`src/sv/lzss_flag_byte_decoder_defines.svh`:
```
`ifndef LZSS_FLAG_BYTE_DECODER_DEFINES_SVH
`define LZSS_FLAG_BYTE_DECODER_DEFINES_SVH

// same-cycle implication, checked outside reset
`define LZSSD_ASSERT_NOW(label, ante, cons, msg) \
  label: assert property (@(posedge clk) disable iff (!rst_n) (ante) |-> (cons)) \
    else $error(msg);

// next-cycle implication, checked outside reset
`define LZSSD_ASSERT_NEXT(label, ante, cons, msg) \
  label: assert property (@(posedge clk) disable iff (!rst_n) (ante) |=> (cons)) \
    else $error(msg);

`endif

```
`src/sv/lzssd_pkg.sv`:
```
package lzssd_pkg;

  localparam int HIST_AW = 12;
  localparam int HIST_DEPTH = 1 << HIST_AW;
  localparam int CNT_W = 5;
  localparam logic [CNT_W-1:0] LEN_BASE = 5'd18;
  localparam logic [3:0] FLAGS_PER_BYTE = 4'd8;
  localparam logic [15:0] COUNT_MAX = 16'hFFFF;

  typedef enum logic [1:0] {
    TK_NONE,
    TK_LIT,
    TK_COPY,
    TK_END
  } tok_t;

  typedef struct packed {
    tok_t kind;
    logic out_free;
    logic cnt_last;
  } dp_status_t;

  typedef struct packed {
    logic take;
    logic emit_lit;
    logic rd_first;
    logic emit_cp;
    logic emit_end;
    logic done;
  } dp_cmd_t;

endpackage

```
`src/sv/lzssd_ctrl.sv`:
```
module lzssd_ctrl
  import lzssd_pkg::*;
(
  input  logic       clk,
  input  logic       rst_n,
  input  logic       in_valid,
  output logic       in_stall,
  input  dp_status_t status,
  output dp_cmd_t    cmd
);

  typedef enum logic [2:0] {
    S_IDLE,
    S_LIT,
    S_CP_RD,
    S_CP_WR,
    S_END
  } state_t;

  state_t state_r;
  state_t state_nxt;

  always_comb begin
    cmd = '0;
    state_nxt = state_r;
    unique case (state_r)
      S_IDLE: begin
        cmd.take = in_valid;
        if (in_valid) begin
          unique case (status.kind)
            TK_LIT:  state_nxt = S_LIT;
            TK_COPY: state_nxt = S_CP_RD;
            TK_END:  state_nxt = S_END;
            default: state_nxt = S_IDLE;
          endcase
        end
      end
      S_LIT: begin
        if (status.out_free) begin
          cmd.emit_lit = 1'b1;
          cmd.done = 1'b1;
          state_nxt = S_IDLE;
        end
      end
      S_CP_RD: begin
        cmd.rd_first = 1'b1;
        state_nxt = S_CP_WR;
      end
      S_CP_WR: begin
        if (status.out_free) begin
          cmd.emit_cp = 1'b1;
          if (status.cnt_last) begin
            cmd.done = 1'b1;
            state_nxt = S_IDLE;
          end
        end
      end
      S_END: begin
        if (status.out_free) begin
          cmd.emit_end = 1'b1;
          cmd.done = 1'b1;
          state_nxt = S_IDLE;
        end
      end
      default: state_nxt = S_IDLE;
    endcase
  end

  assign in_stall = (state_r != S_IDLE);

  always_ff @(posedge clk) begin
    if (!rst_n) begin
      state_r <= S_IDLE;
    end else begin
      state_r <= state_nxt;
    end
  end

endmodule

```
`config.mk`:
```
export PLATFORM = sky130hd
export DESIGN_NAME = lzssd_ctrl
export DESIGN_NICKNAME = d
export VERILOG_FILES = /design/src/sv/lzss_flag_byte_decoder_defines.svh /design/src/sv/lzssd_pkg.sv /design/src/sv/lzssd_ctrl.sv
export SDC_FILE = /design/constraint.sdc
export NUM_CORES = 1
export LEC_CHECK = 0
export BUFFER_PORTS_ARGS = -buffer_cell sky130_fd_sc_hd__clkbuf_2
export CAP_MARGIN = 30
export CORE_AREA = 10 10 47 49
export CTS_CLUSTER_DIAMETER = 120
export CTS_CLUSTER_SIZE = 24
export DETAILED_ROUTE_END_ITERATION = 16
export DIE_AREA = 0 0 57 59
export MAX_ROUTING_LAYER = met4
export SLEW_MARGIN = 20
export SYNTH_ARGS = -nofsm -noshare
export SYNTH_HDL_FRONTEND = slang
export SYNTH_SLANG_ARGS = --single-unit
export TNS_END_PERCENT = 5
```
`constraint.sdc`:
```
create_clock -name clk -period 3.6 [get_ports clk]
set_input_delay 0.36 -clock clk [delete_from_list [all_inputs] [get_ports clk]]
set_output_delay 0.36 -clock clk [all_outputs]
set_load 0.005 [all_outputs]
```
==> reports/metrics.cfg <==
[min_path]
holdPathStages = 3
min_from = rst_n
hp-class = input port to flip-flop
hold_end = state_r[0]

[die]
fp.dieW_um = 57
core.rowCount = 14
dieArea_um2 = 3360
core_um2 = 1400
initial_core_util_pct = 22.3
die_h_um = 59
io_pins = 14

[power]
p_switching_uw = 52.8
seqPwrFrac_pct = 29.8
p_comb_share_pct = 34.8
power.density_nw_per_um2 = 404
p_leak_uw = 0.000198
p_int_uw = 110
power_frac_clock_pct = 35.4
ir_worst_vdd_mv = 0.138
p_total_uw = 163
swShare_pct = 32.4

[critical_path]
path_buf_inv = 1
cpPeakStageDelay_ns = 0.52
r2r_start = state_r[0]
path_delay_family = flip-flops
r2r_cells = 3
crit_type = flip-flop to output port
crit_required_ns = 3.24
reg2reg_slack_ns = 2.31
critPathLaunchType = flip-flop
rr_endpoint = state_r[1]
worst_ep_arrival_time_ns = 1.36
crit_path_end_kind = output port
crit_fanout = 11
critPathSlowestCell = dfxtp_1
path_cells = nor2b_1 > o2bb2ai_1 > and2_1 > clkbuf_2

[global_routing]
grt_max_degree = 12
grt_pass1_vias = 306
grt_pass1_wl_um = 1320
grt_use_total_pct = 5.08
grt_antenna_before_repair = 0
gr-total-overflow = 0

[logic_synthesis]
yosysMostFrequentCell = nor2_1
synth_edf_count = 0
synth-seq-cells = 3
avgSynthCellArea_um2 = 7.45
ys_types = 25
async_flop_share_pct = 0
ys.flop_type = dfxtp_1
yosys_warnings = 0
syn-instance-count = 42
synth_common_cells = 5 x nor2_1, 4 x nor2b_1, 3 x and3_1, 3 x dfxtp_1, 3 x inv_1
syn_area_um2 = 313
ys_seq_area_share_pct = 19.2
synth_fp_nets = 49
synth_top_area_share_pct = 19.2
synth_area_leaders = dfxtp_1 19%, nor2b_1 8.0%, and3_1 6.0%
yosys.area.top_type = dfxtp_1

[drt]
antenna_left = 0
wl_per_cell_um = 11.5
drt-total-wl_um = 826
drt-pass1-iter-count = 3
drc = 0
vias = 329
drt_iter0_drc = 1
routed_via_density = 4.57

[clock_tree]
cts_buffer_depth = 2
htreeDepth = 1
cts_tree = done
clk_latency_ns = 0.23
postCtsSetupRepairBufs = 0
numCtsBuffers = 3
cts_hold_buf = 0
root_buffer = clkbuf_4
clock-sinks = 3
cts.clk_slew.worst_paths_ns = 0.04
ctsResizeCount = 0

[sta]
setup_tns_ns = 0
slew_violations = 0
fmax_ghz = 0.580
slew_headroom_pct = 76.6
holdWs_ns = 0.373
setup_viol = 0
worst_slew_pin_slew_ns = 0.350
clock-skew-final_ns = 0.00130
hold_viol = 0
rsz0062_at_grt = no
post-route-period-util_pct = 47.9
min_period_ns = 1.72

[cells_and_area]
final_area_um2 = 403
top_register = state_r
drive_above_1_share_pct = 30.4
syn2layout_area_growth_pct = 28.8
largest_reg_flops = 3
diodes = 0
fill_cells = 168
nets = 64
reg_top3 = state_r (3)
final_util_pct = 28.7

[status]
outcome = completed

[place]
post_dp_cell_area_um2 = 377
port_buffers = 13
place.gp.congestion = 0.726

[run]
maxCapViolCount = 0

[through the flow]
step	setup slack, ns	std cells
finish	1.88	72
global route	1.77	72
CTS	1.86	72
detailed placement	2.11	68
global placement	2.15	68
floorplan	2.28	42
[layout make-up]
type	count	area, um2	area share [%]
Multi-Input combinational cell	33	220	54.7
Timing Repair Buffer	13	65.1	16.1
Sequential cell	3	60.1	14.9
Clock buffer	4	26.3	6.52
Tap cell	16	20.0	4.97
Inverter	3	11.3	2.80
[worst register-to-register path, stage by stage (launching register included)]
cell and delay [ns]:
dfxtp_1 0.52, nor3b_2 0.09, o311a_1 0.33, o221a_1 0.24
[power by group through the flow]
stage                     Sequential [uW]  Combinational, uW  Clock [uW]
after global routing                 50.1               63.4        65.9
after detailed placement             49.0               57.5           0
after floorplan                      40.6               49.0           0
after global placement               48.7               57.0           0
after CTS                            48.6               57.6        61.8
final                                48.5               56.6        57.6
[metal layers]
| metal | vias up | share of wire (%) | track usage (%) |
|---|---|---|---|
| met5 | - | 0 | - |
| met4 | 0 | 0 | 3.02 |
| met3 | 0 | 14 | 4.29 |
| met2 | 11 | 44 | 6.82 |
| met1 | 142 | 41 | 4.91 |
| li1 | 176 | - | - |
[cells by family after synthesis]
logic type,Yosys count,share of synthesized area (%)
xor gates and xnor gates,1,2.80
AOI/OAI and AO/OA,9,23.2
buffers and inverters,6,10.4
muxes,1,3.20
and+or+nand+nor,22,41.2
DFF,3,19.2
[how the worst max path moves through the flow]
stage,slack [ns],startpoint,cells past startpoint,endpoint
floorplan,2.28,state_r[1],3,cmd[5]
global placement,2.15,state_r[0],4,cmd[0]
detailed placement,2.11,state_r[0],4,cmd[0]
CTS,1.86,state_r[0],4,cmd[0]
global route,1.77,state_r[0],4,cmd[0]
finish,1.88,state_r[0],4,cmd[0]
[cells in the final DEF (no fill, tap or decap)]
master     netlist  layout
nor3b_2          1       1
xnor2_1          1       1
o221a_1          1       1
o2bb2ai_1        1       1
nor3b_1          1       1
o221ai_1         1       1
o311a_1          1       1
clkbuf_1         0       1
clkbuf_4         0       3
a21oi_1          2       2
or3_1            1       1
and3_1           3       3
nand2b_1         1       1
inv_1            3       3
and2_1           2       2
a21o_1           1       1
o21a_1           1       1
a211o_1          1       1
dfxtp_1          3       3
nand3_1          1       1
mux2i_1          1       1
and4_1           1       1
nor2b_1          4       4
nand2_1          2       2
clkbuf_2         0      13
nor2_1           5       5
No activity file was read; power rests on OpenSTA's default activity.
